**config.mk**
```make
export PLATFORM = sky130hd
export DESIGN_NAME = delta_width_analyzer_flat
export DESIGN_NICKNAME = d
export VERILOG_FILES = /design/src/hw/rtl/dwa_pkg.sv /design/src/hw/rtl/dwa_if.sv /design/src/hw/rtl/delta_width_analyzer.sv /design/src/flat_wrapper.sv
export SDC_FILE = /design/constraint.sdc
export NUM_CORES = 1
export LEC_CHECK = 0
export BUFFER_PORTS_ARGS = -buffer_cell sky130_fd_sc_hd__buf_4
export CELL_PAD_IN_SITES_DETAIL_PLACEMENT = 0
export CELL_PAD_IN_SITES_GLOBAL_PLACEMENT = 2
export CORE_MARGIN = 1.5
export CORE_UTILIZATION = 30
export CTS_CLUSTER_SIZE = 40
export DETAILED_ROUTE_END_ITERATION = 6
export PLACE_DENSITY = 0.66
export SLEW_MARGIN = 40
export SYNTH_ARGS = -nofsm -noshare
export SYNTH_HDL_FRONTEND = slang
export SYNTH_SLANG_ARGS = --single-unit
```
**constraint.sdc**
```tcl
create_clock -name clk -period 39.9 [get_ports clk]
set_input_delay 3.99 -clock clk [delete_from_list [all_inputs] [get_ports clk]]
set_output_delay 3.99 -clock clk [all_outputs]
set_load 0.05 [all_outputs]
```
**src/hw/rtl/dwa_pkg.sv**
```systemverilog
// dwa_pkg: shared constants, types and the bit-width helper for the delta
// width analyzer; no dependencies
`timescale 1ns / 1ps

package dwa_pkg;

  localparam int LANE_STRIDE = 16;
  localparam int VALUE_BITS  = 32;
  localparam int WIDTH_BITS  = $clog2(VALUE_BITS + 1);
  localparam int FILL_BITS   = $clog2(LANE_STRIDE + 1);
  localparam int EXTRA_BITS  = WIDTH_BITS + 1;

  typedef logic [VALUE_BITS-1:0] value_t;
  typedef logic [WIDTH_BITS-1:0] width_t;
  typedef logic [FILL_BITS-1:0]  fill_t;
  typedef logic [EXTRA_BITS-1:0] extra_t;

  // number of bits up to and including the highest set bit
  function automatic width_t width_of(input value_t v);
    width_t n;
    n = '0;
    for (int i = 0; i < VALUE_BITS; i++) begin
      if (v[i]) begin
        n = width_t'(i + 1);
      end
    end
    return n;
  endfunction

endpackage

```
**src/hw/rtl/dwa_if.sv**
```systemverilog
// dwa_in_if / dwa_out_if: valid/ready channels of the delta width analyzer
// depends on dwa_pkg
`timescale 1ns / 1ps

interface dwa_in_if;
  logic            valid;
  logic            ready;
  dwa_pkg::value_t value;
  logic            last;

  modport source (output valid, output value, output last, input ready);
  modport sink   (input valid, input value, input last, output ready);
endinterface

interface dwa_out_if;
  logic            valid;
  logic            ready;
  dwa_pkg::value_t max_step_one;
  dwa_pkg::width_t width_step_one;
  dwa_pkg::value_t max_step_lane;
  dwa_pkg::width_t width_step_lane;
  dwa_pkg::extra_t extra_bits;

  modport source (output valid, output max_step_one, output width_step_one,
                  output max_step_lane, output width_step_lane, output extra_bits,
                  input ready);
  modport sink   (input valid, input max_step_one, input width_step_one,
                  input max_step_lane, input width_step_lane, input extra_bits,
                  output ready);
endinterface

```
**src/hw/rtl/delta_width_analyzer.sv**
```systemverilog
// delta_width_analyzer: block-wise maxima of adjacent and strided wrapped deltas
// depends on dwa_pkg and the channel interfaces in dwa_if.sv
// only a last beat yields a result beat, through the input register, stage 2
// and the result register; one input beat per cycle, a last beat may stall
// reset: synchronous active-low rst_n clears all valids, fill count, running
// maxima; the 16-entry history is not reset, the fill count guards its reads
`timescale 1ns / 1ps

module delta_width_analyzer (
  input  logic             clk,
  input  logic             rst_n,
  dwa_in_if.sink           in_bus,
  dwa_out_if.source        out_bus
);

  // ---------------------------------------------------------------------
  // stage 1: input register
  // ---------------------------------------------------------------------
  logic            s1_valid_r, s1_valid_nxt;
  dwa_pkg::value_t s1_value_r;
  logic            s1_last_r;

  // stage 2: captured block maxima waiting for width calculation
  logic            s2_valid_r, s2_valid_nxt;
  dwa_pkg::value_t s2_max_one_r, s2_max_lane_r;

  // stage 3: result register
  logic            out_valid_r, out_valid_nxt;
  dwa_pkg::value_t out_max_one_r, out_max_lane_r;
  dwa_pkg::width_t out_width_one_r, out_width_lane_r;
  dwa_pkg::extra_t out_extra_r;

  // running block state
  dwa_pkg::value_t history_r [dwa_pkg::LANE_STRIDE];
  dwa_pkg::fill_t  fill_r, fill_nxt;
  dwa_pkg::value_t max_adj_r, max_adj_nxt;
  dwa_pkg::value_t max_str_r, max_str_nxt;

  // handshake between stages
  logic out_stage_ready;
  logic s2_ready;
  logic s2_move;
  logic s1_consume;
  logic in_accept;

  // delta datapath
  dwa_pkg::value_t d_adj, d_str;
  dwa_pkg::value_t adj_upd, str_upd;
  dwa_pkg::width_t w_one, w_lane;

  assign out_stage_ready = !out_valid_r || out_bus.ready;
  assign s2_move         = s2_valid_r && out_stage_ready;
  assign s2_ready        = !s2_valid_r || out_stage_ready;
  // a non-last beat only touches the running state, so it never waits
  assign s1_consume      = s1_valid_r && (!s1_last_r || s2_ready);
  assign in_bus.ready    = !s1_valid_r || s1_consume;
  assign in_accept       = in_bus.valid && in_bus.ready;

  // ---------------------------------------------------------------------
  // delta compare against the adjacent tap and the stride tap
  // ---------------------------------------------------------------------
  always_comb begin
    d_adj   = s1_value_r - history_r[0];
    d_str   = s1_value_r - history_r[dwa_pkg::LANE_STRIDE-1];
    adj_upd = max_adj_r;
    str_upd = max_str_r;
    // first beat of a block has no predecessor
    if ((fill_r >= dwa_pkg::fill_t'(1)) && (d_adj > max_adj_r)) begin
      adj_upd = d_adj;
    end
    if ((fill_r >= dwa_pkg::fill_t'(dwa_pkg::LANE_STRIDE)) && (d_str > max_str_r)) begin
      str_upd = d_str;
    end
  end

  always_comb begin
    fill_nxt    = fill_r;
    max_adj_nxt = max_adj_r;
    max_str_nxt = max_str_r;
    if (s1_consume) begin
      if (s1_last_r) begin
        // block closes: start the next one empty
        fill_nxt    = '0;
        max_adj_nxt = '0;
        max_str_nxt = '0;
      end else begin
        max_adj_nxt = adj_upd;
        max_str_nxt = str_upd;
        if (fill_r < dwa_pkg::fill_t'(dwa_pkg::LANE_STRIDE)) begin
          fill_nxt = fill_r + dwa_pkg::fill_t'(1);
        end
      end
    end
  end

  // history shift line, newest value in entry 0
  always_ff @(posedge clk) begin
    if (s1_consume) begin
      history_r[0] <= s1_value_r;
      for (int i = 1; i < dwa_pkg::LANE_STRIDE; i++) begin
        history_r[i] <= history_r[i-1];
      end
    end
  end

  // ---------------------------------------------------------------------
  // stage valids
  // ---------------------------------------------------------------------
  always_comb begin
    s1_valid_nxt = s1_valid_r;
    if (in_accept) begin
      s1_valid_nxt = 1'b1;
    end else if (s1_consume) begin
      s1_valid_nxt = 1'b0;
    end

    s2_valid_nxt = s2_valid_r;
    if (s1_consume && s1_last_r) begin
      s2_valid_nxt = 1'b1;
    end else if (s2_move) begin
      s2_valid_nxt = 1'b0;
    end

    out_valid_nxt = out_valid_r;
    if (s2_move) begin
      out_valid_nxt = 1'b1;
    end else if (out_bus.ready) begin
      out_valid_nxt = 1'b0;
    end
  end

  always_ff @(posedge clk) begin
    if (!rst_n) begin
      s1_valid_r  <= 1'b0;
      s2_valid_r  <= 1'b0;
      out_valid_r <= 1'b0;
      fill_r      <= '0;
      max_adj_r   <= '0;
      max_str_r   <= '0;
    end else begin
      s1_valid_r  <= s1_valid_nxt;
      s2_valid_r  <= s2_valid_nxt;
      out_valid_r <= out_valid_nxt;
      fill_r      <= fill_nxt;
      max_adj_r   <= max_adj_nxt;
      max_str_r   <= max_str_nxt;
    end
  end

  // ---------------------------------------------------------------------
  // payload registers
  // ---------------------------------------------------------------------
  always_ff @(posedge clk) begin
    if (in_accept) begin
      s1_value_r <= in_bus.value;
      s1_last_r  <= in_bus.last;
    end
  end

  // last beat: capture the maxima including its own deltas
  always_ff @(posedge clk) begin
    if (s1_consume && s1_last_r) begin
      s2_max_one_r  <= adj_upd;
      s2_max_lane_r <= str_upd;
    end
  end

  // bit counts and their signed difference
  assign w_one  = dwa_pkg::width_of(s2_max_one_r);
  assign w_lane = dwa_pkg::width_of(s2_max_lane_r);

  always_ff @(posedge clk) begin
    if (s2_move) begin
      out_max_one_r    <= s2_max_one_r;
      out_max_lane_r   <= s2_max_lane_r;
      out_width_one_r  <= w_one;
      out_width_lane_r <= w_lane;
      out_extra_r      <= {1'b0, w_lane} - {1'b0, w_one};
    end
  end

  assign out_bus.valid           = out_valid_r;
  assign out_bus.max_step_one    = out_max_one_r;
  assign out_bus.width_step_one  = out_width_one_r;
  assign out_bus.max_step_lane   = out_max_lane_r;
  assign out_bus.width_step_lane = out_width_lane_r;
  assign out_bus.extra_bits      = out_extra_r;

`ifndef SYNTH
  // fill count saturates at the stride
  a_fill_bound: assert property (@(posedge clk) disable iff (!rst_n)
    fill_r <= dwa_pkg::fill_t'(dwa_pkg::LANE_STRIDE))
    else $error("fill count beyond stride");

  // closing a block empties the running state and loads stage 2
  a_block_close: assert property (@(posedge clk) disable iff (!rst_n)
    (s1_consume && s1_last_r) |=> (fill_r == '0 && max_adj_r == '0 &&
                                   max_str_r == '0 && s2_valid_r))
    else $error("block close did not clear state");

  // a new result beat only comes from a pending stage 2 entry
  a_out_source: assert property (@(posedge clk) disable iff (!rst_n)
    $rose(out_valid_r) |-> $past(s2_valid_r))
    else $error("result beat without captured maxima");

  // zero width only for a zero maximum
  a_width_zero: assert property (@(posedge clk) disable iff (!rst_n)
    (out_valid_r && out_width_one_r == '0) |-> (out_max_one_r == '0))
    else $error("width zero for nonzero maximum");
`endif

endmodule
```
**src/flat_wrapper.sv**
```systemverilog
// flat-port wrapper written by rule: the top's interface ports become plain ports
module delta_width_analyzer_flat 
  (clk, rst_n, in_bus_valid, in_bus_value, in_bus_last, in_bus_ready, out_bus_valid, out_bus_max_step_one, out_bus_width_step_one, out_bus_max_step_lane, out_bus_width_step_lane, out_bus_extra_bits, out_bus_ready);
  dwa_in_if in_bus_i ();
  dwa_out_if out_bus_i ();
  input  logic clk;
  input  logic rst_n;
  input wire logic [$bits(in_bus_i.valid)-1:0] in_bus_valid;
  input wire logic [$bits(in_bus_i.value)-1:0] in_bus_value;
  input wire logic [$bits(in_bus_i.last)-1:0] in_bus_last;
  output wire logic [$bits(in_bus_i.ready)-1:0] in_bus_ready;
  output wire logic [$bits(out_bus_i.valid)-1:0] out_bus_valid;
  output wire logic [$bits(out_bus_i.max_step_one)-1:0] out_bus_max_step_one;
  output wire logic [$bits(out_bus_i.width_step_one)-1:0] out_bus_width_step_one;
  output wire logic [$bits(out_bus_i.max_step_lane)-1:0] out_bus_max_step_lane;
  output wire logic [$bits(out_bus_i.width_step_lane)-1:0] out_bus_width_step_lane;
  output wire logic [$bits(out_bus_i.extra_bits)-1:0] out_bus_extra_bits;
  input wire logic [$bits(out_bus_i.ready)-1:0] out_bus_ready;
  assign in_bus_i.valid = in_bus_valid;
  assign in_bus_i.value = in_bus_value;
  assign in_bus_i.last = in_bus_last;
  assign in_bus_ready = in_bus_i.ready;
  assign out_bus_valid = out_bus_i.valid;
  assign out_bus_max_step_one = out_bus_i.max_step_one;
  assign out_bus_width_step_one = out_bus_i.width_step_one;
  assign out_bus_max_step_lane = out_bus_i.max_step_lane;
  assign out_bus_width_step_lane = out_bus_i.width_step_lane;
  assign out_bus_extra_bits = out_bus_i.extra_bits;
  assign out_bus_i.ready = out_bus_ready;
  delta_width_analyzer u_core (.clk(clk), .rst_n(rst_n), .in_bus(in_bus_i), .out_bus(out_bus_i));
endmodule
```
==> out/qor.txt <==
Final WS setup: 30.69 ns
worst hold stages: 0
number of nets with antenna violations after routing: 0
Final Hold Fails: 0
count of input and output buffers: 121
DIE WIDTH: 319 um
Vias: 15800
vias in the first global route: 15700
drt initial violations: 1321
post-placement cell area: 0.0326 mm2
CP required: 35.91 ns
leakage power total: 12.5 nW
crit path DAT: 5.22 ns
number of detailed-route iterations in the first pass: 7
Slew HR: 43.5%
initial antenna violation count: 4
dpl hpwl: 43000 um
Slew @ Worst Pin: 0.847 ns
Post-Syn Nets: 2086
Synth area leaders: edfxtp_1 69%, ha_1 5.6%, dfxtp_1 4.8%
Yosys top cell area share: 69.0%
DRT Wirelength: 62700 um
CP max FO: 5
# setup viols final: 0
min Tclk post-route: 9.21 ns
Hold WC Path Type: flip-flop to flip-flop
Unique masters post-synth: 83
Resized Gates After CTS: 0
drc violations: 0
syn_area_per_cell: 15.7 um2
design area: 0.0352 mm2
Final Cycle Share: 23.1%
diode count: 0
setup TNS: 0 ns
CTS root buffer: clkbuf_16
largest net degree at the start of global routing: 155
Seq/Total Area, Yosys: 73.8%
CP endpoint kind: output pin
Starting Density: 30.4%
IO Count: 122
postcts setup bufs: 0
CTS H-tree lvls: 3
cts-stage hold buffer count: 0
Post-Synthesis Cells: 1911
core area: 0.0989 mm2
max-slew violations: 0
Pwr Density: 50.3 mW/mm2
maxcap violations: 0
Setup CP Type: primary input to output pin
Worst Hold Slack: 0.393 ns
Worst-Skew Late Latency: 0.65 ns
die area: 0.102 mm2
largest area contributor in the netlist: edfxtp_1
DIE HEIGHT: 319 um
Placer Congestion: 0.777
Power Total: 1.77 mW
synth-to-layout area growth: 17.2%
Peak VDD IR: 34.9 uV
pre-CTS setup slack: 30.59 ns
CTS tree: done
first-pass GRT wire length: 95200 um
Clock Sinks: 762
FF+latch count, synth: 762
f_max: 109 MHz
FF-to-FF path depth: 22
nets: 2268
WL per Instance: 18.2 um
layout cells sized above 1: 14.7%
EDFF count, synth: 690
unrepaired setup endpoints after global routing: no
Cell Rows: 115
ys async rst share: 0%
clock buffer depth: 3
Remaining Overflow, GRT: 0
most frequent cells in the layout: 690 x edfxtp_1, 169 x inv_1, 135 x ha_1
Most used DFF post-synth: edfxtp_1
fill count: 9323
post-synthesis cell area: 0.0300 mm2
DR vias/cell: 4.57
outcome: finished, final reports clean
yosys warns: 0
Total GRT Usage: 12.2%
Worst-path clk slew: 0.06 ns
Num CTS Buffers: 79
Final Skew: 0.0449 ns
Critical Path Start Type: primary input
commonest non-fill, non-tap cell in the layout: edfxtp_1
-- path summary, 6_finish.rpt --
| check | start | to | slack (ns) |
|---|---|---|---|
| worst max-delay path | out_bus_ready | in_bus_ready | 30.69 |
| worst min-delay path | u_core.history_r[3][86] | u_core.history_r[3][118] | 0.39 |
| worst max register to register | u_core.s1_value_r[0] | u_core.max_adj_r[25] | 33.27 |
| worst min register to register | u_core.history_r[3][86] | u_core.history_r[3][118] | 0.39 |
-- critical path: stages --
cell and delay (ns):
buf_4 0.11, nor2b_1 0.47, nand4_1 0.35, buf_4 0.30
-- per-stage QoR --
| step | utilization (%) | std cells |
|---|---|---|
| 2_1_floorplan | - | 1911 |
| 3_3_place_gp | 32.9 | 3297 |
| 3_5_place_dp | 32.9 | 3299 |
| 4_1_cts | 35.6 | 3445 |
| 5_1_grt | 35.6 | 3445 |
| 6_report | 35.6 | 3445 |
-- synthesized netlist by cell type, types with 10 or more instances --
library cell  number
edfxtp_1         690
inv_1            170
ha_1             135
a21oi_1           94
nor2_1            90
nand2_1           83
dfxtp_1           72
a21o_1            56
o21ai_0           49
xnor2_1           35
mux2_2            29
nor3_1            28
o21a_1            20
xor2_1            20
a211oi_1          18
nand4_1           18
a22o_1            17
nand2b_1          16
nand3_1           16
a22oi_1           15
a32o_1            15
nor2b_1           15
clkbuf_1          14
o31ai_1           14
and2_1            13
o21bai_1          13
mux2_4            10
-- power by group --
part / switching (mW) / leakage [nW] / total, mW / internal [mW]
combinational: 0.0881 / 4.20 / 0.138 / 0.0495
sequential: 0.00930 / 7.05 / 0.887 / 0.878
clock: 0.313 / 1.29 / 0.747 / 0.433
total: 0.411 / 12.5 / 1.77 / 1.36
-- registers in the layout (all words and copies together), names as in the netlist, 5 cells and up --
register / cells
u_core.s2_max_one_r: 32
u_core.out_bus.width_step_one: 6
u_core.max_str_r: 32
u_core.s1_value_r: 32
u_core.out_bus.extra_bits: 7
u_core.out_bus.max_step_one: 31
u_core.out_bus.max_step_lane: 31
u_core.max_adj_r: 32
u_core.fill_r: 5
u_core.history_r: 512
u_core.out_bus.width_step_lane: 6
u_core.s2_max_lane_r: 32
-- kinds of logic after synthesis --
logic type | synth area share, %
AO/OA/AOI/OAI | 8.84
XOR/XNOR | 1.66
multiplexers | 1.95
flip-flops | 73.8
adder cells (fa/ha/maj) | 5.82
buffers and inverters | 2.69
AND/OR/NAND/NOR | 5.27
-- layout make-up --
| cell class | instances | area (um2) | area share (%) |
|---|---|---|---|
| clock buffers | 95 | 2070 | 5.87 |
| clock inverters | 51 | 582 | 1.65 |
| inverters | 171 | 654 | 1.86 |
| multi-input cells | 946 | 7080 | 20.1 |
| flip-flops and latches | 762 | 22200 | 62.9 |
| well taps | 1287 | 1610 | 4.57 |
| repair buffers | 133 | 1050 | 2.97 |
-- metal layers --
layer  track usage (%)  vias up  part of all wire, %
li1                  -     7600                    -
met1              17.2     7752                   48
met2              18.8      304                   45
met3              2.41       95                  4.6
met4              4.40        0                  3.0
met5                 0        -                    0
(Power assumes the default switching activity.)
